[src/hdl/nested_block_end_finder_unit_defines.svh]
// Assertion macros used by the block end finder top level.
`ifndef NESTED_BLOCK_END_FINDER_UNIT_DEFINES_SVH
`define NESTED_BLOCK_END_FINDER_UNIT_DEFINES_SVH

// Check that a condition implies another in the same cycle.
`define NBEF_ASSERT_SAME(label, ante, cons, msg) \
  label: assert property (@(posedge clk) disable iff (!rst_n) (ante) |-> (cons)) \
    else $error(msg);

// Check that a condition implies another in the following cycle.
`define NBEF_ASSERT_NEXT(label, ante, cons, msg) \
  label: assert property (@(posedge clk) disable iff (!rst_n) (ante) |=> (cons)) \
    else $error(msg);

`endif

[src/hdl/nbef_pkg.sv]
// Types, constants and marker codes for the block end finder.
package nbef_pkg;

  // Nesting and offset sizing
  localparam int MAX_DEPTH   = 255;
  localparam int OFFSET_BITS = 16;
  localparam int DEPTH_W     = $clog2(MAX_DEPTH + 1);
  localparam int OFFSET_W    = 16;
  localparam int SKIP_W      = 16;

  // Queue between front and back
  localparam int QUEUE_DEPTH = 4;
  localparam int QUEUE_AW    = $clog2(QUEUE_DEPTH);
  localparam int QUEUE_CW    = $clog2(QUEUE_DEPTH + 1);

  // Marker codes
  localparam logic [15:0] HI_SKIP        = 16'h0411;
  localparam logic [15:0] HI_LOOP_OPEN0  = 16'h0820;
  localparam logic [15:0] HI_LOOP_OPEN1  = 16'h0821;
  localparam logic [15:0] HI_LOOP_OPEN2  = 16'h0822;
  localparam logic [15:0] HI_LOOP_CLOSE0 = 16'h0830;
  localparam logic [15:0] HI_LOOP_CLOSE1 = 16'h0831;
  localparam logic [15:0] HI_LOOP_CLOSE2 = 16'h0832;
  localparam logic [31:0] WORD_IF_OPEN   = 32'h3000_0000;
  localparam logic [31:0] WORD_IF_CLOSE  = 32'h3000_8000;

  // Search kinds and result codes
  localparam logic MODE_LOOP        = 1'b0;
  localparam logic MODE_IF          = 1'b1;
  localparam logic STATUS_FOUND     = 1'b0;
  localparam logic STATUS_NOT_FOUND = 1'b1;

  typedef struct packed {
    logic [31:0] word;
    logic        begin_search;
    logic        kind;
    logic        last_word;
  } nbef_in_t;

  typedef struct packed {
    logic                status;
    logic [OFFSET_W-1:0] offset;
    logic [31:0]         prev_word;
  } nbef_out_t;

  // Classified item held in the queue
  typedef struct packed {
    logic [31:0] word;
    logic        begin_search;
    logic        kind;
    logic        last_word;
    logic        skip_mark;
    logic        loop_open;
    logic        loop_close;
    logic        if_open;
    logic        if_close;
  } nbef_cls_t;

  // Queue status seen by front and back
  typedef struct packed {
    logic full;
    logic empty;
  } nbef_qstat_t;

endpackage

[src/hdl/nbef_front.sv]
// Front end: accepts items and classifies their marker codes.
module nbef_front (
  input  logic                 in_valid,
  output logic                 in_ready,
  input  nbef_pkg::nbef_in_t   in_data,
  input  nbef_pkg::nbef_qstat_t q_stat,
  output logic                 push,
  output nbef_pkg::nbef_cls_t  push_data
);
  import nbef_pkg::*;

  logic [15:0] hi;

  // Accept whenever the queue has room
  assign in_ready = !q_stat.full;
  assign push     = in_valid && !q_stat.full;

  // Decode all marker classes; the back end picks by mode
  assign hi = in_data.word[31:16];
  always_comb begin
    push_data.word         = in_data.word;
    push_data.begin_search = in_data.begin_search;
    push_data.kind         = in_data.kind;
    push_data.last_word    = in_data.last_word;
    push_data.skip_mark    = (hi == HI_SKIP);
    push_data.loop_open    = (hi == HI_LOOP_OPEN0) || (hi == HI_LOOP_OPEN1) ||
                             (hi == HI_LOOP_OPEN2);
    push_data.loop_close   = (hi == HI_LOOP_CLOSE0) || (hi == HI_LOOP_CLOSE1) ||
                             (hi == HI_LOOP_CLOSE2);
    push_data.if_open      = (in_data.word == WORD_IF_OPEN);
    push_data.if_close     = (in_data.word == WORD_IF_CLOSE);
  end

endmodule

[src/hdl/nbef_queue.sv]
// Short queue of classified items between front and back.
module nbef_queue (
  input  logic                  clk,
  input  logic                  rst_n,
  input  logic                  push,
  input  nbef_pkg::nbef_cls_t   push_data,
  input  logic                  pop,
  output nbef_pkg::nbef_cls_t   head,
  output nbef_pkg::nbef_qstat_t q_stat
);
  import nbef_pkg::*;

  nbef_cls_t             mem [QUEUE_DEPTH];
  logic [QUEUE_AW-1:0]   wr_ptr_r, wr_ptr_nxt;
  logic [QUEUE_AW-1:0]   rd_ptr_r, rd_ptr_nxt;
  logic [QUEUE_CW-1:0]   count_r, count_nxt;

  // Status and head entry
  assign q_stat.full  = (count_r == QUEUE_CW'(QUEUE_DEPTH));
  assign q_stat.empty = (count_r == '0);
  assign head         = mem[rd_ptr_r];

  // Advance pointers and count
  always_comb begin
    wr_ptr_nxt = push ? wr_ptr_r + 1'b1 : wr_ptr_r;
    rd_ptr_nxt = pop  ? rd_ptr_r + 1'b1 : rd_ptr_r;
    count_nxt  = count_r;
    if (push && !pop) begin
      count_nxt = count_r + 1'b1;
    end else if (pop && !push) begin
      count_nxt = count_r - 1'b1;
    end
  end

  always_ff @(posedge clk) begin
    if (!rst_n) begin
      wr_ptr_r <= '0;
      rd_ptr_r <= '0;
      count_r  <= '0;
    end else begin
      wr_ptr_r <= wr_ptr_nxt;
      rd_ptr_r <= rd_ptr_nxt;
      count_r  <= count_nxt;
    end
  end

  // Store entries
  always_ff @(posedge clk) begin
    if (push) begin
      mem[wr_ptr_r] <= push_data;
    end
  end

endmodule

[src/hdl/nbef_back.sv]
// Back end: tracks nesting and skips, and registers the result item.
module nbef_back (
  input  logic                  clk,
  input  logic                  rst_n,
  input  nbef_pkg::nbef_cls_t   head,
  input  nbef_pkg::nbef_qstat_t q_stat,
  output logic                  pop,
  output logic                  out_valid,
  input  logic                  out_ready,
  output nbef_pkg::nbef_out_t   out_data
);
  import nbef_pkg::*;

  logic                   searching_r, searching_nxt;
  logic                   mode_r, mode_nxt;
  logic [DEPTH_W-1:0]     depth_r, depth_nxt;
  logic [SKIP_W-1:0]      skip_r, skip_nxt;
  logic [OFFSET_BITS-1:0] pos_r, pos_nxt;
  logic [31:0]            prev_r, prev_nxt;
  logic                   out_valid_r, out_valid_nxt;
  nbef_out_t              out_data_r, out_data_nxt;

  logic                   mode;
  logic [DEPTH_W-1:0]     depth_cur;
  logic [SKIP_W-1:0]      skip_cur;
  logic [OFFSET_BITS-1:0] pos_cur;
  logic [31:0]            prev_cur;
  logic [31:0]            pos_ext;
  logic                   is_open, is_close, matched;

  // Take the head when the output slot is free or drains this cycle
  assign pop = !q_stat.empty && (!out_valid_r || out_ready);

  // A new search starts from cleared state
  assign mode      = head.begin_search ? head.kind : mode_r;
  assign depth_cur = head.begin_search ? '0 : depth_r;
  assign skip_cur  = head.begin_search ? '0 : skip_r;
  assign pos_cur   = head.begin_search ? '0 : pos_r;
  assign prev_cur  = head.begin_search ? '0 : prev_r;
  assign pos_ext   = 32'(pos_cur);

  // Step the search by one item
  always_comb begin
    searching_nxt = searching_r;
    mode_nxt      = mode_r;
    depth_nxt     = depth_r;
    skip_nxt      = skip_r;
    pos_nxt       = pos_r;
    prev_nxt      = prev_r;
    out_valid_nxt = out_ready ? 1'b0 : out_valid_r;
    out_data_nxt  = out_data_r;
    is_open       = 1'b0;
    is_close      = 1'b0;
    matched       = 1'b0;
    if (pop) begin
      if (head.begin_search) begin
        mode_nxt = head.kind;
      end
      if (head.begin_search || searching_r) begin
        searching_nxt = 1'b1;
        depth_nxt     = depth_cur;
        skip_nxt      = skip_cur;
        pos_nxt       = pos_cur;
        prev_nxt      = prev_cur;
        // Skipped words are not decoded
        if (skip_cur != '0) begin
          skip_nxt = skip_cur - 1'b1;
        end else if (head.skip_mark) begin
          skip_nxt = head.word[SKIP_W-1:0];
        end else if (mode == MODE_LOOP) begin
          is_open  = head.loop_open;
          is_close = head.loop_close;
        end else begin
          is_open  = head.if_open;
          is_close = head.if_close;
        end
        // Update depth; a close at depth zero ends the search
        if (is_open) begin
          if (depth_cur < DEPTH_W'(MAX_DEPTH)) begin
            depth_nxt = depth_cur + 1'b1;
          end
        end else if (is_close) begin
          if (depth_cur != '0) begin
            depth_nxt = depth_cur - 1'b1;
          end else begin
            matched                = 1'b1;
            searching_nxt          = 1'b0;
            out_valid_nxt          = 1'b1;
            out_data_nxt.status    = STATUS_FOUND;
            out_data_nxt.offset    = pos_ext[OFFSET_W-1:0];
            out_data_nxt.prev_word = prev_cur;
          end
        end
        if (!matched) begin
          if (head.last_word) begin
            searching_nxt          = 1'b0;
            out_valid_nxt          = 1'b1;
            out_data_nxt.status    = STATUS_NOT_FOUND;
            out_data_nxt.offset    = '0;
            out_data_nxt.prev_word = '0;
          end else begin
            prev_nxt = head.word;
            pos_nxt  = pos_cur + 1'b1;
          end
        end
      end
    end
  end

  always_ff @(posedge clk) begin
    if (!rst_n) begin
      searching_r <= 1'b0;
      mode_r      <= MODE_LOOP;
      depth_r     <= '0;
      skip_r      <= '0;
      pos_r       <= '0;
      prev_r      <= '0;
      out_valid_r <= 1'b0;
    end else begin
      searching_r <= searching_nxt;
      mode_r      <= mode_nxt;
      depth_r     <= depth_nxt;
      skip_r      <= skip_nxt;
      pos_r       <= pos_nxt;
      prev_r      <= prev_nxt;
      out_valid_r <= out_valid_nxt;
    end
  end

  // Result payload
  always_ff @(posedge clk) begin
    out_data_r <= out_data_nxt;
  end

  assign out_valid = out_valid_r;
  assign out_data  = out_data_r;

endmodule

[src/hdl/nested_block_end_finder_unit.sv]
// Top level of the block end finder: front, queue and back end.
//
//  Channel  Ports                          Moves
//  input    in_valid / in_ready / in_data  one object word item with search flags
//  output   out_valid / out_ready / out_data  one result item (found or not found)
//
// One item per cycle sustained while no result is stalled; the back end steps one queued item per cycle.
// A result is registered in the back end once the item that causes it has passed through the queue.
// A four-entry queue parts front and back, so in_ready stays high while it has room.
// A stalled result holds the back end; the queue absorbs the input meanwhile.
// Synchronous active-low reset clears the queue, search state and output valid.
`include "nested_block_end_finder_unit_defines.svh"

module nested_block_end_finder_unit (
  input  logic                clk,
  input  logic                rst_n,
  input  logic                in_valid,
  output logic                in_ready,
  input  nbef_pkg::nbef_in_t  in_data,
  output logic                out_valid,
  input  logic                out_ready,
  output nbef_pkg::nbef_out_t out_data
);
  import nbef_pkg::*;

  nbef_qstat_t q_stat;
  nbef_cls_t   push_data;
  nbef_cls_t   head;
  logic        push;
  logic        pop;

  nbef_front u_front (
    .in_valid  (in_valid),
    .in_ready  (in_ready),
    .in_data   (in_data),
    .q_stat    (q_stat),
    .push      (push),
    .push_data (push_data)
  );

  nbef_queue u_queue (
    .clk       (clk),
    .rst_n     (rst_n),
    .push      (push),
    .push_data (push_data),
    .pop       (pop),
    .head      (head),
    .q_stat    (q_stat)
  );

  nbef_back u_back (
    .clk       (clk),
    .rst_n     (rst_n),
    .head      (head),
    .q_stat    (q_stat),
    .pop       (pop),
    .out_valid (out_valid),
    .out_ready (out_ready),
    .out_data  (out_data)
  );

  // Queue never reports full and empty together
  `NBEF_ASSERT_SAME(a_q_consistent, 1'b1, !(q_stat.full && q_stat.empty), "queue full and empty")
  // Back end only takes items that exist
  `NBEF_ASSERT_SAME(a_pop_nonempty, pop, !q_stat.empty, "pop from empty queue")
  // A stalled result freezes the back end
  `NBEF_ASSERT_SAME(a_stall_hold, out_valid && !out_ready, !pop, "pop while result stalled")
  // A queue that was full and saw no pop stays full
  `NBEF_ASSERT_NEXT(a_full_hold, q_stat.full && !pop, q_stat.full, "full queue drained without pop")

endmodule
[config.mk]
export PLATFORM = sky130hd
export DESIGN_NAME = nested_block_end_finder_unit
export DESIGN_NICKNAME = d
export VERILOG_FILES = /design/src/hdl/nbef_pkg.sv /design/src/hdl/nbef_front.sv /design/src/hdl/nbef_queue.sv /design/src/hdl/nbef_back.sv /design/src/hdl/nested_block_end_finder_unit.sv
export VERILOG_INCLUDE_DIRS = /design/src /design/src/hdl
export SDC_FILE = /design/constraint.sdc
export NUM_CORES = 1
export LEC_CHECK = 0
export ABC_AREA = 1
export BUFFER_PORTS_ARGS = -buffer_cell sky130_fd_sc_hd__buf_2
export CORE_ASPECT_RATIO = 1.5
export CORE_MARGIN = 2
export CORE_UTILIZATION = 30
export CTS_BUF_LIST = sky130_fd_sc_hd__clkbuf_16
export CTS_CLUSTER_SIZE = 30
export DETAILED_ROUTE_END_ITERATION = 16
export GPL_TIMING_DRIVEN = 1
export PLACE_DENSITY = 0.41
export SLEW_MARGIN = 25
export SYNTH_ARGS = -nofsm -noshare
export SYNTH_HDL_FRONTEND = slang
export SYNTH_SLANG_ARGS = --single-unit
[constraint.sdc]
create_clock -name clk -period 7 [get_ports clk]
set_clock_uncertainty 0.2 [all_clocks]
set_input_delay 0.7 -clock clk [delete_from_list [all_inputs] [get_ports clk]]
set_output_delay 0.7 -clock clk [all_outputs]
set_load 0.05 [all_outputs]
## Word-level counts from Yosys, hierarchy flattened

Memory sizes are Yosys's and may differ from the RTL's. A register that Yosys moved wholly into a read port is not among the register bits.
Index checks and enable logic that the tools add are counted.

| storage, ports and cells | value |
|---|---|
| memories | 1 |
| flip-flop bits (word level) | 131 |
| output and inout port bits | 51 |
| RAM bits | 160 |
| word-level logic and storage cells | 107 |
| bits of input ports | 39 |

Memories:

| memory | depth | bits a word | read ports | clocked after memory_dff | wr ports | line | RTL |
|---|---|---|---|---|---|---|---|
| u_queue.mem | 4 | 40 | 1 | 1 | 1 | nbef_queue.sv:13 | `nbef_cls_t mem [QUEUE_DEPTH];` |

| operators by class | value |
|---|---|
| muxes and demuxes | 54 |
| add/subtract/negate cells | 8 |
| reduce and logical (&&, ||, !) cells | 20 |
| equal/unequal tests | 10 |
| magnitude comparators | 1 |

Operators with widths:

| cell | number |
|---|---|
| $mux 49 | 5 |
| $eq 16x12->1 const B | 6 |
| $mux 16 | 6 |
| $mux 32 | 3 |
| $eq 32x30->1 const B | 2 |
| $mux 8 | 5 |
| $mux 1 | 31 |
| $add 16x1->16 const B | 1 |
| $eq 16x11->1 const B | 1 |
| $reduce_bool 16->1 | 1 |
| $sub 16x1->16 const B | 1 |
| $add 8x1->8 const B | 1 |
| $lt 8x8->1 const B | 1 |
| $reduce_bool 8->1 | 1 |
| $sub 8x1->8 const B | 1 |
| $logic_or 1x1->1 | 6 |
| $mux 3 | 2 |
| $logic_not 1->1 | 5 |
| $add 2x1->2 const B | 2 |
| $logic_and 1x1->1 | 4 |
| $mux 2 | 2 |
| $add 3x1->3 const B | 1 |
| $eq 3x3->1 const B | 1 |
| $logic_not 3->1 | 1 |
| 3 further kinds | 3 |

## Depth between registers and ports, before layout

| logic depth | value |
|---|---|
| word-level depth | 13 |
| depth in mapped cells | 21 |
| gate-level depth less buffers | 18 |

## By module

Synthesis repeated with hierarchy kept, for this count alone.

| unflattened totals | value |
|---|---|
| cell total of the unflattened synthesis | 1671 |
| area, all modules | 14530.2 um^2 |

By module, submodules not included:

| module | cells each | instances | area an instance (um^2) |
|---|---|---|---|
| nbef_back | 1126 | 1 | 7516.0 |
| nbef_queue | 445 | 1 | 6492.5 |
| nbef_front | 100 | 1 | 521.8 |

## Worst setup path after synthesis

OpenSTA, ideal clock, no wires.

| timing path | value |
|---|---|
| path kind | input -> register |
| from | input out_ready |
| to | register u_back.out_data_r (netlist bit u_back.out_data[0]), enable pin |
| cell stages on the path | 5 |
| buffers on the path | 1 |
| arrival time | 2.984 ns |
| library setup time | 0.433 ns |
| slack | 3.384 ns |
| cells stage by stage | nor2_1 -> a31oi_1 -> o21ai_0 -> inv_2 -> buf_1 |

| on the way | value |
|---|---|
| cells in the longest elaborated chain, start to end | 3 |

Ends and longest elaborated chain:

| element | line | RTL |
|---|---|---|
| start: declaration | nested_block_end_finder_unit.sv:21 | `input logic out_ready,` |
| $logic_or 1x1->1 | nbef_back.sv:32 | `assign pop = !q_stat.empty && (!out_valid_r \|\| out_ready);` |
| $logic_and 1x1->1 | nbef_back.sv:32 |  |
| $reduce_and 2->1 (no line) | - |  |
| end signal: assignment | nbef_back.sv:132 | `out_data_r <= out_data_nxt;` |
| end: declaration | nbef_back.sv:21 | `nbef_out_t out_data_r, out_data_nxt;` |

Every way passes these cells.
A chain may end at the register's enable or synchronous reset.

==> results_dict.tcl <==
set metrics [dict create \
    status "complete, no violations" \
    hold_viol_final 0 \
    finalWeightedCongestion 0.858 \
    setup.worst_path.start_class "flip-flop" \
    p_seq_share_pct 33.2 \
    grt_util_met3_pct 1.76 \
    grt_usage_pct 15.9 \
    drt_iter0_drc 637 \
    die_h_um 261 \
    clk_pin_slew_worst_paths_ns 0.07 \
    synth_top_family_by_area "simple AND/OR/NAND/NOR gates" \
    p_sw_uw 3540 \
    syn_inst 1383 \
    ys.warnings.count 0 \
    synth.area.mux_share_pct 0 \
    slew_headroom_pct 41.7 \
    synthTopCellsByArea "edfxtp_1 48%, dfxtp_1 13%, nand2_1 6.9%, o21ai_0 5.7%, nand3_1 5.5%" \
    p_leak_uw 0.00549 \
    io_pins 90 \
    portBuffers 89 \
    synth_top_area_share_pct 47.6 \
    vias 9910 \
    yosys.area_share.simple_pct 19.5 \
    intPower_uw 4160 \
    grt_max_degree 91 \
    power.density_mw_per_mm2 508 \
    worst_pin_slew_ns 0.875 \
    cts_max_level 1 \
    ir_drop_mv 0.189 \
    cts_tree "yes" \
    setup_viol 0 \
    yosys.area.top_type "edfxtp_1" \
    fin_crit_sh_pct 76.0 \
    clk_path_buf_depth 3 \
    globalRouteMet1Util_pct 20.6 \
    use_met2_pct 27.9 \
    synth-xor-area-share_pct 0.797 \
    cp.arrival_ns 5.61 \
    grt_pass1_wl_um 57200 \
    synth_cell_types 42 \
    endpoint_kind "flip-flop" \
    insertion_delay_ns 0.59 \
    max_freq_mhz 188 \
    grt_pass1_vias 9754 \
    post_cts_buffers 0 \
    antenna_found_initial 1 \
    syn-num-nets 1433 \
    first_pass_iters 5 \
    num-nets-final 1491 \
    vias_per_cell 4.85 \
    power_frac_comb_pct 45.0 \
    rows 94 \
    final_layout_size_suffix_gt1_share_pct 12.9 \
    dp_hpwl_um 22800 \
    antennaDiodeCount 0 \
    synth_fa_ha_area_share_pct 1.10 \
    worstSetupPathType "flip-flop to flip-flop" \
    tns_ns 0 \
    synth-compound-area-share_pct 12.4 \
    start_util_pct 30.2 \
    cts_made_buffers 31 \
    seq_area_frac_synth_pct 60.4 \
    synth.avg_cell_area_um2 9.53 \
    die_w_um 175 \
    power.share.switching_pct 46.0 \
    cp.required_ns 7.29 \
    hp-class "primary input to flip-flop" \
    report.final.slew_viol_count 0 \
    min_period_ns 5.32 \
    fin_cells 2042 \
    core_area_mm2 0.0436 \
    power.share.clock_pct 21.8 \
    ys_ff_latch 293 \
    finalWirelength_um 36200 \
    maxCapViolCount 0 \
    cts_resized 0 \
    timing.final.ws_setup_ns 1.68 \
    drc 0 \
    syn-cell-area_mm2 0.0132 \
    post-route-util_pct 34.8 \
    syn2layout_area_growth_pct 15.0 \
    top_usage_layer "met2" \
    cts_num_sinks 293 \
    dp.cells 1984 \
    dieArea_mm2 0.0457 \
    pre_cts_slack_ns 1.57 \
    antenna_left 0 \
    cts_root_buf "clkbuf_16" \
    cts_hold_buf 0 \
    wire_per_inst_um 17.7 \
    grt_overflow 0 \
    critical_path.max_fanout 90 \
    rsz0062_at_grt "no" \
]
## worst max-delay path: stages, from the launching register on
cell     delay (ns)
dfxtp_2        0.34
buf_4          0.35
nand2_1        0.21
nand3_2        0.09
nand2_2        0.63
nand2_1        0.27
ha_1           0.29
nand2_1        0.15
nor2_1         0.07
nand2_1        0.14
nor2_4         0.09
nand3_4        0.06
buf_4          0.62
nand2_4        0.54
inv_2          0.73
nand3_1        0.14
nand2_1        0.10
nor2_1         0.05
## power groups by stage
stage                     clock network [µW]  registers [µW]  logic [µW]
after floorplan                            0            3090        2050
after global placement                     0            2600        3520
after detailed placement                   0            2600        3530
after CTS                               1730            2570        3530
after global routing                    1800            2610        3880
final                                   1680            2560        3470
## registers in the layout (all words and copies together), names as in the netlist, named ones only
register / flops
u_back.searching_r: 1
u_back.prev_r: 32
u_queue.wr_ptr_r: 2
u_back.out_valid: 1
u_back.mode_r: 1
u_back.pos_r: 16
u_queue.mem: 160
u_back.skip_r: 16
u_queue.count_r: 3
u_back.depth_r: 8
u_back.out_data: 49
u_queue.rd_ptr_r: 2
## logic make-up (layout without fill, tap and decap cells)
| logic type | after synthesis | in the layout |
|---|---|---|
| fa+ha+maj | 11 | 11 |
| buf+inv | 183 | 266 |
| xor+xnor | 12 | 12 |
| simple gates | 588 | 588 |
| compound gates | 296 | 296 |
| flops | 293 | 293 |
## worst paths after layout
| kind | cells after the start | endpoint | slack (ns) | start |
|---|---|---|---|---|
| setup / recovery | 17 | u_back.pos_r[10] | 1.68 | flip-flop |
| hold / removal | 1 | u_queue.mem[3][31] | 0.14 | in_data[26] |
| setup reg to reg | 17 | u_back.pos_r[10] | 1.68 | flip-flop |
| hold reg to reg | 2 | u_queue.rd_ptr_r[1] | 0.27 | u_queue.rd_ptr_r[1] |
## per-layer routing
layer  wire, µm  up-vias
met1      16200     4719
li1           -     4931
met4        971        2
met2      17700      204
met5         13        -
met3       1280       54
## cell usage after synthesis, drive strengths merged
cell type  count
nor2         153
clkbuf        52
o21bai         2
a211oi         1
nand2        247
clkinv         2
buf           30
o221ai         2
o31ai          5
fa             1
a21oi         65
dfxtp         84
nor3b          1
o21ai        164
nand3b         4
xnor2          5
nand4         17
o22ai         39
xor2           7
o211ai        10
inv           99
nor3           8
nand3        150
a31oi          7
a32oi          1
ha            10
nor4           8
edfxtp       209
## placed cells by master (no fill, tap or decap), drive strengths merged, types with 4 or more instances in the layout
cell type	Yosys	final
nand2	247	247
a31oi	7	7
nor3	8	8
inv	99	111
ha	10	10
clkinv	2	10
bufinv	0	4
nor2	153	153
xor2	7	7
nand3b	4	4
o211ai	10	10
nand4	17	17
o31ai	5	5
buf	30	107
xnor2	5	5
nor4	8	8
o22ai	39	39
edfxtp	209	209
o21ai	164	164
a21oi	65	65
dfxtp	84	84
clkbuf	52	32
nand3	150	150
## area by class of cell
cell class,instances,area [µm²]
Clock buffer,32,801
Clock inverter,26,230
Fill cell,4494,28500
Inverter,101,383
Multi-Input combinational cell,907,4490
Sequential cell,293,7960
Tap cell,576,721
Timing Repair Buffer,107,581
## metrics by stage
| stage | instance area, µm² | total power [µW] | hold slack (ns) |
|---|---|---|---|
| after floorplan | 13200 | 5150 | 0.236 |
| after global placement | 14100 | 6120 | 0.255 |
| after detailed placement | 14100 | 6130 | 0.258 |
| after CTS | 15200 | 7830 | 0.106 |
| after global routing | 15200 | 8290 | 0.113 |
| final | 15200 | 7710 | 0.135 |
(Power assumes the default switching activity.)
